==> config.mk <==
export PLATFORM = sky130hd
export DESIGN_NAME = bud_fifo
export DESIGN_NICKNAME = d
export VERILOG_FILES = /design/src/hw/rtl/bud_fifo.sv
export SDC_FILE = /design/constraint.sdc
export NUM_CORES = 1
export LEC_CHECK = 0
export ABC_AREA = 1
export BUFFER_PORTS_ARGS = -buffer_cell sky130_fd_sc_hd__clkbuf_2
export CAP_MARGIN = 10
export CORE_ASPECT_RATIO = 1.75
export CORE_MARGIN = 4
export CORE_UTILIZATION = 55
export CTS_CLUSTER_SIZE = 16
export DETAILED_ROUTE_END_ITERATION = 6
export HOLD_SLACK_MARGIN = 0.02
export MAX_ROUTING_LAYER = met4
export PLACE_DENSITY = 0.82
export SETUP_SLACK_MARGIN = 0.2
export SYNTH_ARGS = -nofsm -noshare
export SYNTH_HDL_FRONTEND = slang
export SYNTH_SLANG_ARGS = --single-unit
==> constraint.sdc <==
create_clock -name clock -period 1.87 [get_ports clock]
set_input_delay 0.561 -clock clock [delete_from_list [all_inputs] [get_ports clock]]
set_output_delay 0.561 -clock clock [all_outputs]
set_load 0.01 [all_outputs]
==> src/hw/rtl/bud_fifo.sv <==
// Small register-based FIFO used for the command and result queues.
// No dependencies; DEPTH must be a power of two, at least 2.
module bud_fifo #(
   parameter int WIDTH = 8,
   parameter int DEPTH = 4
) (
   input  logic                       clock,
   input  logic                       reset,
   input  logic                       push,
   input  logic [WIDTH-1:0]           push_data,
   input  logic                       pop,
   output logic [WIDTH-1:0]           pop_data,
   output logic                       full,
   output logic                       empty,
   output logic [$clog2(DEPTH+1)-1:0] count
);

   localparam int AW = $clog2(DEPTH);
   localparam int CW = $clog2(DEPTH + 1);

   logic [WIDTH-1:0] data_ff [DEPTH];
   logic [AW-1:0]    wr_ptr_ff, wr_ptr_in;
   logic [AW-1:0]    rd_ptr_ff, rd_ptr_in;
   logic [CW-1:0]    count_ff, count_in;
   logic             do_push, do_pop;

   assign full     = (count_ff == CW'(DEPTH));
   assign empty    = (count_ff == '0);
   assign count    = count_ff;
   assign pop_data = data_ff[rd_ptr_ff];
   assign do_push  = push && !full;
   assign do_pop   = pop && !empty;

   always_comb begin
      wr_ptr_in = do_push ? wr_ptr_ff + AW'(1) : wr_ptr_ff;
      rd_ptr_in = do_pop  ? rd_ptr_ff + AW'(1) : rd_ptr_ff;
      count_in  = count_ff;
      if (do_push && !do_pop) begin
         count_in = count_ff + CW'(1);
      end else if (do_pop && !do_push) begin
         count_in = count_ff - CW'(1);
      end
   end

   always_ff @(posedge clock) begin
      if (reset) begin
         wr_ptr_ff <= '0;
         rd_ptr_ff <= '0;
         count_ff  <= '0;
      end else begin
         wr_ptr_ff <= wr_ptr_in;
         rd_ptr_ff <= rd_ptr_in;
         count_ff  <= count_in;
      end
      if (do_push) begin
         data_ff[wr_ptr_ff] <= push_data;
      end
   end

endmodule

==> run metrics <==
core area a little under 3000 um^2; syn_nets 164; CTS Buffer Depth 2; final net count 207; WL final 3.28 mm; Clock Latency Late Sink 0.29 ns; DIE HEIGHT between 80 and 90 um; Placer Congestion around 0.75; DRC 0; Tightest Hold Check Type input port to flop; largest net degree at the start of global routing 17; hold path start push_data[3]; Peak VDD IR 1.29 mV; # placed instances approximately 200; R2R depth 9; Ys Warns 0; Avg WL per Cell around 15 um; sw frac 32.1%; Final Max Slew Viols 0; minimum clock period 1.78 ns; post-route insts no fill 218; WP data arrival 1.22 ns; commonest non-fill, non-tap cell in the layout edfxtp_1; crit-path max FO 8; Vias/cell 5.44; initial antenna violation count 0; share of cells above drive strength 1 36.8%; Post-CTS Hold Fix Bufs 0; Critical Path Sink Type primary output; die area 4050 um^2; CTS buffer count 5; Layout area overhead 26.3%; Worst-path clk slew around 0.07 ns; R2R Path End count[1]$_SDFFE_PP0P_; effective utilization at floorplan 57.6%; worst r2r src count[1]$_SDFFE_PP0P_; P per Cell Area between 1000 and 1500 nW/um^2; Seq cells post-synth 41; final worst setup slack 0.0855 ns; NetSw 0.951 mW; initial DRC count 36; first-pass GRT wire length around 5.5 mm; syn avg cell area 11.5 um^2; Final Hold Vio Count 0; fmax between 0.5 and 0.6 GHz; crit-path max cell delay 0.39 ns; cell row count 26; gr ovfl total 0; sequential element share of the synthesized area 67.7%; GRT Total Usage 19.3%; crit share post-route 95.4%; # setup viols final 0; CTS sink cnt 41; CP max stage cell dfxtp_4; top-area cell type share of the netlist area 57.0%; I/O Pins 25; Combinational Power Share 34.8%; status finished clean; Initial DRT Pass Iterations 4; post-synthesis instance area 1690 um^2; Hold Path End data_ff[3][3]$_DFFE_PP_; CTS root buf clkbuf_8; max-cap violation count 0; synth unique cells 18; Mapped Cells approximately 150; ordered list of cells on the worst path clkinvlp_4, o21ai_0, o22ai_1, clkbuf_2; Crit Path Category flop to primary output; vias in the first global route 1202; CTS tree built; detailed placement HPWL 2.31 mm; startpoint types flop; via count 1186; Post-DRT Antenna Nets 0; post-synth top area cell edfxtp_1; leak pwr 0.873 nW; commonest non-fill, non-tap cells in the layout 32 x edfxtp_1, 29 x nor2_1, 19 x clkbuf_2, 12 x buf_4, 11 x inv_1; hold slack 0.492 ns; Hold Crit Depth 1; part of the power in registers 41.2%; die extent in x 49.8 um; Setup Skew roughly 0.0032 ns; clock power share 24.0%; CTS HTree Levels 2; RSZ-0062 raised after global routing yes; Setup WS pre-CTS -0.0442 ns; Rel. slew slack 87.4%; Slew @ Worst Pin 0.188 ns; Port-buffer cells 24; worst endpoint required time 1.31 ns; top post-synthesis cells by area edfxtp_1 57%, dfxtp_1 11%, nor2_1 6.7%, o21ai_0 3.9%, inv_1 3.8%; Internal Pwr Total just over 2 mW; reg2reg setup slack 0.17 ns; Inserted Diodes 0
## worst max-delay path by stage
stage,endpoint,slack (ns),startpoint,depth (start not counted)
6_report,pop_data[7],0.09,flop,4
5_1_grt,pop_data[7],-0.02,flop,4
4_1_cts,pop_data[7],0.09,flop,4
3_5_place_dp,count[2]$_SDFFE_PP0P_,-0.04,push,12
3_3_place_gp,count[2]$_SDFFE_PP0P_,0.06,push,12
2_1_floorplan,count[2]$_SDFFE_PP0P_,0.19,push,11
## routing by layer
layer	share of wire, %	GRT usage [%]
met1	33	18.0
met2	60	35.0
met3	5.2	4.40
met4	2.5	11.9
met5	0	-
## cell families after synthesis
family                   Yosys count  share of synthesized area, %
AND/OR/NAND/NOR                   50                          12.0
flip-flops                        41                          67.7
AO/OA/AOI/OAI                     28                          9.58
buffers and inverters             20                          5.34
adder cells (fa/ha/maj)            6                          4.90
XOR/XNOR                           1                         0.520
## sequential cells by signal, summed over array words and instances, names as in the netlist, named ones only
| register | count |
|---|---|
| rd_ptr_ff | 2 |
| count | 3 |
| data_ff | 32 |
| wr_ptr_ff | 2 |
## through the flow
stage          util (%)  cell area, um^2  TNS [ns]  total power, mW
2_1_floorplan         -             1690         0             1.75
3_3_place_gp       64.1             1880         0             1.99
3_5_place_dp       64.1             1880   -0.0442             2.05
4_1_cts            71.3             2090         0             2.90
5_1_grt            72.7             2130   -0.0413             3.16
6_report           72.7             2130         0             2.96
## what timing repair did
| action | 4_1_cts | 5_1_grt |
|---|---|---|
| resized for setup | 19 | 18 |
| hold endpoints to repair | 0 | 0 |
| pin swaps | 2 | 3 |
| endpoints found under the setup margin | 11 | 10 |
| setup buffers | 7 | 0 |
## critical path: cells and delay by family (launching register included)
kind	cells	cell delay, ns
flops	1	0.39
buf+inv	2	0.33
compound gates	2	0.23
## cell usage after synthesis, drive strengths merged
library cell  instances
edfxtp               32
nor2                 30
inv                  18
o21ai                17
nand2                15
dfxtp                 9
o22ai                 8
ha                    5
nand3                 4
a21oi                 3
buf                   2
fa                    1
nand3b                1
xor2                  1
## layout make-up
| cell class | count | area, um^2 |
|---|---|---|
| multi-input cells | 85 | 507 |
| well taps | 28 | 35.0 |
| clock inverters | 1 | 30.0 |
| inverters | 18 | 81.3 |
| clock buffers | 7 | 86.3 |
| flip-flops and latches | 41 | 1160 |
| fillers | 202 | 800 |
| repair buffers | 38 | 233 |
## power groups by stage
stage	Combinational, mW	Clock [mW]	Sequential, mW
3_5_place_dp	0.816	0	1.23
6_report	1.03	0.712	1.22
3_3_place_gp	0.772	0	1.22
2_1_floorplan	0.528	0	1.23
5_1_grt	1.15	0.774	1.24
4_1_cts	0.950	0.730	1.22
(Power assumes the default switching activity.)
