--- config.mk ---
export PLATFORM = sky130hd
export DESIGN_NAME = bud_front
export DESIGN_NICKNAME = d
export VERILOG_FILES = /design/src/hw/rtl/bud_pkg.sv /design/src/hw/rtl/bud_front.sv
export SDC_FILE = /design/constraint.sdc
export NUM_CORES = 1
export LEC_CHECK = 0
export BUFFER_PORTS_ARGS = -buffer_cell sky130_fd_sc_hd__buf_2
export CAP_MARGIN = 5
export CORE_MARGIN = 1.5
export CORE_UTILIZATION = 60
export DETAILED_ROUTE_END_ITERATION = 16
export PLACE_DENSITY = 0.89
export SLEW_MARGIN = 20
export SYNTH_ARGS = -nofsm -noshare
export SYNTH_HDL_FRONTEND = slang
export SYNTH_SLANG_ARGS = --single-unit
--- constraint.sdc ---
create_clock -name clock -period 16.7 [get_ports clock]
set_input_delay 0.835 -clock clock [delete_from_list [all_inputs] [get_ports clock]]
set_output_delay 0.835 -clock clock [all_outputs]
set_load 0.005 [all_outputs]
--- src/hw/rtl/bud_pkg.sv ---
// Shared types and constants for the Bayer unshuffle / demosaic block.
// Used by bud_front, bud_back, the top level and bud_checker; no dependencies of its own.
package bud_pkg;

   localparam int MAX_WIDTH_DEF = 512;   // pixels a row store holds
   localparam int CMD_DEPTH     = 4;     // front-to-back command queue
   localparam int OUT_DEPTH     = 4;     // result queue
   localparam int CFG_ADDR_W    = 3;     // two 32-bit registers
   localparam int CFG_DATA_W    = 32;
   localparam int FW_W          = 10;    // frame_width register
   localparam int FH_W          = 13;    // frame_height register
   localparam int PIX_W         = 8;
   localparam int NUM_BANKS     = 3;     // ring of row stores

   localparam logic [FW_W-1:0] FRAME_WIDTH_RST  = 10'd352;
   localparam logic [FH_W-1:0] FRAME_HEIGHT_RST = 13'd288;

   // register index = paddr[2]
   localparam logic REG_FRAME_WIDTH  = 1'b0;
   localparam logic REG_FRAME_HEIGHT = 1'b1;

   localparam logic MODE_RAW   = 1'b0;
   localparam logic MODE_FLUSH = 1'b1;

   // control part of a command handed from front to back
   typedef struct packed {
      logic       wr_en;      // store the raw byte
      logic [1:0] wr_slot;    // bank of the row being loaded
      logic       emit;       // produce one pixel
      logic [1:0] nat_slot;   // bank of the emitted row
      logic [1:0] up_slot;    // bank of the row above
      logic       up_valid;   // emitted row is not row 0
      logic       x_odd;
      logic       y_odd;
      logic       inner;      // pixel gets neighbour fill
      logic       row_end;
      logic       frame_end;
   } bud_cmd_type;

   localparam int CMD_FLAG_W = $bits(bud_cmd_type);

   typedef struct packed {
      logic [PIX_W-1:0] red;
      logic [PIX_W-1:0] green;
      logic [PIX_W-1:0] blue;
      logic             row_end;
      logic             frame_end;
   } bud_pix_type;

   localparam int PIX_REC_W = $bits(bud_pix_type);

endpackage

--- src/hw/rtl/bud_front.sv ---
// Front end: config registers, input acceptance, row/column bookkeeping and
// classification of each item into a store/emit command. Uses bud_pkg.
module bud_front #(
   parameter int MAX_WIDTH = bud_pkg::MAX_WIDTH_DEF
) (
   input  logic                            clock,
   input  logic                            reset,
   // configuration port
   input  logic                            psel,
   input  logic                            penable,
   input  logic                            pwrite,
   input  logic [bud_pkg::CFG_ADDR_W-1:0]  paddr,
   input  logic [bud_pkg::CFG_DATA_W-1:0]  pwdata,
   output logic [bud_pkg::CFG_DATA_W-1:0]  prdata,
   // input items
   input  logic                            push,
   input  logic                            mode,
   input  logic [bud_pkg::PIX_W-1:0]       raw_byte,
   input  logic                            cmd_full,
   // commands to the back end
   output logic                            cmd_push,
   output bud_pkg::bud_cmd_type            cmd,
   output logic [$clog2(MAX_WIDTH)-1:0]    cmd_wr_addr,
   output logic [$clog2(MAX_WIDTH)-1:0]    cmd_rd_addr,
   output logic [bud_pkg::PIX_W-1:0]       cmd_byte
);
   import bud_pkg::*;

   localparam int COL_W = $clog2(MAX_WIDTH);
   localparam int WW    = COL_W + 1;

   logic [FW_W-1:0]  frame_width_ff, frame_width_in;
   logic [FH_W-1:0]  frame_height_ff, frame_height_in;
   logic [COL_W-1:0] load_col_ff, load_col_in;
   logic [COL_W-1:0] drain_col_ff, drain_col_in;
   logic [FH_W-1:0]  load_row_ff, load_row_in;
   logic [1:0]       slot_ff, slot_in;

   logic             cfg_wr;
   logic [WW-1:0]    w_sat, w_eff, half, jw, dw, xw, x_wr;
   logic [FH_W-1:0]  h_eff, y;
   logic [COL_W-1:0] x;
   logic             accept, draining, is_flush;
   logic             load_last, drain_last, do_emit, do_write;

   assign cfg_wr = psel && penable && pwrite;
   assign prdata = (paddr[2] == REG_FRAME_HEIGHT) ? CFG_DATA_W'(frame_height_ff)
                                                  : CFG_DATA_W'(frame_width_ff);

   always_comb begin
      // effective frame size
      w_sat = (32'(frame_width_ff) > 32'(MAX_WIDTH)) ? WW'(MAX_WIDTH)
                                                     : WW'(frame_width_ff);
      w_eff = {w_sat[WW-1:1], 1'b0};
      if (w_eff < WW'(2)) begin
         w_eff = WW'(2);
      end
      h_eff = (frame_height_ff == '0) ? FH_W'(1) : frame_height_ff;
      half  = w_eff >> 1;

      draining = (load_row_ff >= h_eff);
      is_flush = (mode == MODE_FLUSH);
      accept   = push && !cmd_full;

      // unshuffle: first half of a row are odd pixels, second half even ones
      jw   = WW'(load_col_ff);
      dw   = WW'(drain_col_ff);
      x_wr = (jw < half) ? ((jw << 1) + WW'(1)) : ((jw - half) << 1);

      load_last  = (jw + WW'(1)) >= w_eff;
      drain_last = (dw + WW'(1)) >= w_eff;

      do_emit  = accept && (draining ? is_flush
                                     : (!is_flush && load_row_ff != '0));
      do_write = accept && !draining && !is_flush;
      cmd_push = do_emit || do_write;

      x  = draining ? drain_col_ff : load_col_ff;
      y  = draining ? (h_eff - FH_W'(1)) : (load_row_ff - FH_W'(1));
      xw = WW'(x);

      cmd.wr_en     = do_write;
      cmd.wr_slot   = slot_ff;
      cmd.emit      = do_emit;
      // emitted row is one behind the load row, its upper row two behind
      cmd.nat_slot  = (slot_ff == 2'd0) ? 2'd2 : (slot_ff - 2'd1);
      cmd.up_slot   = (slot_ff == 2'd0) ? 2'd1 : ((slot_ff == 2'd1) ? 2'd2 : 2'd0);
      cmd.up_valid  = (y != '0);
      cmd.x_odd     = x[0];
      cmd.y_odd     = y[0];
      cmd.inner     = (x != '0) && ((xw + WW'(3)) <= w_eff) && (y != '0) &&
                      (({1'b0, y} + (FH_W+1)'(3)) <= {1'b0, h_eff});
      cmd.row_end   = draining ? drain_last : load_last;
      cmd.frame_end = draining && drain_last;
      cmd_wr_addr   = x_wr[COL_W-1:0];
      cmd_rd_addr   = x;
      cmd_byte      = raw_byte;

      // counters
      frame_width_in  = frame_width_ff;
      frame_height_in = frame_height_ff;
      load_col_in     = load_col_ff;
      drain_col_in    = drain_col_ff;
      load_row_in     = load_row_ff;
      slot_in         = slot_ff;
      if (cfg_wr) begin
         if (paddr[2] == REG_FRAME_HEIGHT) begin
            frame_height_in = pwdata[FH_W-1:0];
         end else begin
            frame_width_in = pwdata[FW_W-1:0];
         end
         load_col_in  = '0;
         drain_col_in = '0;
         load_row_in  = '0;
         slot_in      = 2'd0;
      end else if (do_emit && draining) begin
         if (drain_last) begin
            drain_col_in = '0;
            load_col_in  = '0;
            load_row_in  = '0;
            slot_in      = 2'd0;
         end else begin
            drain_col_in = drain_col_ff + COL_W'(1);
         end
      end else if (do_write) begin
         if (load_last) begin
            load_col_in  = '0;
            drain_col_in = '0;
            load_row_in  = load_row_ff + FH_W'(1);
            slot_in      = (slot_ff == 2'd2) ? 2'd0 : (slot_ff + 2'd1);
         end else begin
            load_col_in = load_col_ff + COL_W'(1);
         end
      end
   end

   always_ff @(posedge clock) begin
      if (reset) begin
         frame_width_ff  <= FRAME_WIDTH_RST;
         frame_height_ff <= FRAME_HEIGHT_RST;
         load_col_ff     <= '0;
         drain_col_ff    <= '0;
         load_row_ff     <= '0;
         slot_ff         <= 2'd0;
      end else begin
         frame_width_ff  <= frame_width_in;
         frame_height_ff <= frame_height_in;
         load_col_ff     <= load_col_in;
         drain_col_ff    <= drain_col_in;
         load_row_ff     <= load_row_in;
         slot_ff         <= slot_in;
      end
   end

endmodule

==> impl_metrics.env <==
export IMPL_status="completed"
export IMPL_antenna_left=0
export IMPL_required_ns=15.87
export IMPL_cts_sinks=56
export IMPL_ys_warnings_count=0
export IMPL_grt_met1_usage=0.396
export IMPL_antenna_found_initial=0
export IMPL_routed_wl_mm=16.0
export IMPL_grt_remaining_overflow=0
export IMPL_syn_inst=817
export IMPL_cellPowerDensity_mw_per_mm2=39.3
export IMPL_critPathMaxFanout=26
export IMPL_drtPass1Iterations=5
export IMPL_initial_utilization=0.613
export IMPL_maxSlewViolCount=0
export IMPL_grt_start_max_net_pins=28
export IMPL_top_usage_layer="met2"
export IMPL_clockPowerShare=0.317
export IMPL_hold_path_end="frame_width_ff[0]$_SDFFE_PP0P_"
export IMPL_dp_cells=969
export IMPL_cap_violations=0
export IMPL_power_internal_uw=180
export IMPL_rsz0062_at_grt="no"
export IMPL_insertion_delay_ns=0.33
export IMPL_syn_area_mm2=0.00630
export IMPL_dieWidth_um=106
export IMPL_nets=967
export IMPL_yosys_area_top_type="dfxtp_1"
export IMPL_post_cts_setup_buffer_count=0
export IMPL_cts_clk_slew_worst_paths_ns=0.11
export IMPL_cts_hold_fix_buffers=0
export IMPL_fin_skew_ns=0.00646
export IMPL_clock_tree_root_cell="clkbuf_8"
export IMPL_synth_most_common_cell="nand2_1"
export IMPL_vias=6007
export IMPL_worstReg2RegStart="frame_height_ff[6]$_SDFFE_PP0P_"
export IMPL_synth_top_cells_by_count="96 x nand2_1, 75 x ha_1, 68 x a21oi_1, 56 x dfxtp_1, 48 x nor2_1"
export IMPL_post_cts_resized=0
export IMPL_dieArea_mm2=0.0111
export IMPL_worstSetupStartpointType="flop"
export IMPL_synth_edf_count=0
export IMPL_whs_ns=0.465
export IMPL_hold_viol_final=0
export IMPL_synth_top_area_frac=0.178
export IMPL_grt_pass1_vias=5561
export IMPL_drc=0
export IMPL_rows=37
export IMPL_switching_share=0.302
export IMPL_cts_tree="built"
export IMPL_slew_headroom=0.420
export IMPL_dp_hpwl_mm=12.5
export IMPL_rr_worst_depth=13
export IMPL_crit_type="reg2out"
export IMPL_worstHoldStart="frame_width_ff[0]$_SDFFE_PP0P_"
export IMPL_ys_flop_type="dfxtp_1"
export IMPL_cts_buffers=5
export IMPL_setup_viol=0
export IMPL_min_path_cells=2
export IMPL_switchingPower_uw=78.2
export IMPL_cp_slowest_stage_delay_ns=0.71
export IMPL_grt_usage=0.289
export IMPL_io_buffers=67
export IMPL_use_met3=0.0396
export IMPL_cp_end_kind="output port"
export IMPL_combPwrFrac=0.153
export IMPL_fmaxAchievable_mhz=115
export IMPL_ys_ff_latch=56
export IMPL_pwr_share_seq=0.530
export IMPL_ir_worst_vdd_v=0.0000359
export IMPL_tightest_slew_ns=0.860
export IMPL_drtIter0Drc=485
export IMPL_r2r_end="load_col_ff[7]$_SDFFE_PP0P_"
export IMPL_tns_ns=0
export IMPL_syn_avg_cell_area_um2=7.72
export IMPL_synth_cell_type_count=83
export IMPL_drt_wirelength_per_cell_um=16.4
export IMPL_drive_gt1_frac=0.147
export IMPL_synth_seq_area_share=0.178
export IMPL_grt_pass1_wl_mm=26.2
export IMPL_fillers=941
export IMPL_power_leakage_uw=0.00308
export IMPL_globalplace_congestion=0.996
export IMPL_min_period_ns=8.67
export IMPL_n_antenna_cell=0
export IMPL_coreArea_mm2=0.0103
export IMPL_io_pins=124
export IMPL_period_share=0.519
export IMPL_min_path_type="reg2reg"
export IMPL_r2r_slack_ns=12.39
export IMPL_async_flop_share=0
export IMPL_cts_max_path_buffers=2
export IMPL_via_per_inst=6.15
export IMPL_synth_area_leaders="dfxtp_1 18%, ha_1 15%, nand2_1 5.7%"
export IMPL_areaGrowthSynthToFinish_pct=4.31
export IMPL_stdcell_count=977
export IMPL_htree_levels=2
export IMPL_die_h_um=106
export IMPL_critPathArrivalTime_ns=7.83
export IMPL_slowest_stage="or4b_2"
export IMPL_grt_util_met2=0.455
==> power by group through the flow <==
stage / sequential [uW] / clock [uW] / combinational [uW]
floorplan: 139 / 0 / 33.1
global placement: 140 / 0 / 37.8
detailed placement: 140 / 0 / 38.7
CTS: 137 / 81.5 / 38.9
global route: 137 / 86.2 / 44.0
finish: 137 / 81.8 / 39.6
==> flip-flops by register name, summed over array words and instances, names as in the netlist <==
register / cells
drain_col_ff: 9
slot_ff: 2
frame_width_ff: 10
load_col_ff: 9
frame_height_ff: 13
load_row_ff: 13
==> critical path: cells and delay by family, from the launching register on <==
family                     cells  cell delay, ns
AOI/OAI and AO/OA             13            2.85
and+or+nand+nor                9            2.64
adders and majority gates      3            1.10
xor gates and xnor gates       2            0.37
DFF                            1            0.40
buffers and inverters          1            0.13
==> how the worst max path moves through the flow <==
stage	from	to	cells past startpoint	slack [ns]
global route	frame_height_ff[6]$_SDFFE_PP0P_	cmd[2]	28	7.57
finish	frame_height_ff[6]$_SDFFE_PP0P_	cmd[2]	28	8.03
detailed placement	frame_height_ff[6]$_SDFFE_PP0P_	cmd[2]	28	8.49
floorplan	frame_height_ff[6]$_SDFFE_PP0P_	cmd[2]	30	9.60
global placement	frame_height_ff[6]$_SDFFE_PP0P_	cmd[2]	28	8.61
CTS	frame_height_ff[6]$_SDFFE_PP0P_	cmd[2]	28	8.09
==> per-layer routing <==
layer  vias to the layer above  part of all wire
met5                         -                 0
met3                        50             0.070
met2                       259              0.44
met4                         0             0.034
li1                       2940                 -
met1                      2758              0.45
==> cell type report <==
cell class | instances | area (um2) | share of cell area
multi-input combinational | 668 | 4690 | 0.714
sequential | 56 | 1120 | 0.171
timing repair buffer | 69 | 350 | 0.0533
tap | 136 | 170 | 0.0259
inverter | 40 | 150 | 0.0228
clock buffer | 5 | 68.8 | 0.0105
clock inverter | 3 | 22.5 | 0.00343
==> logic make-up after synthesis <==
group	Yosys count	synth area share
muxes	29	0.0490
and+or+nand+nor	284	0.234
DFF	56	0.178
AOI/OAI and AO/OA	207	0.224
other	1	0.000595
buffers and inverters	111	0.0885
adders and majority gates	76	0.152
xor gates and xnor gates	53	0.0736
==> through the flow <==
step                       util  setup slack [ns]  area [um2]  power, uW
final                     0.640              8.03        6580        258
after global routing      0.640              7.57        6580        268
after CTS                 0.640              8.09        6580        257
after detailed placement  0.631              8.49        6480        179
after global placement    0.631              8.61        6480        178
after floorplan               -              9.60        6370        172
==> cell usage in the layout (no fill, tap or decap), types with 11 or more instances in the layout <==
cell	Yosys	layout
and3_1	18	18
buf_2	4	67
conb_1	1	19
a21o_1	17	17
xnor2_1	32	32
nand2b_1	11	11
mux2_2	15	15
dfxtp_1	56	56
a21oi_1	68	68
xor2_1	21	21
nor3_1	22	22
ha_1	75	75
nand2_1	96	96
nor2_1	48	48
a211oi_1	13	13
mux2i_1	14	14
nand3_1	26	26
inv_1	39	39
o21ai_0	28	28
No activity file was read; power rests on OpenSTA's default activity.
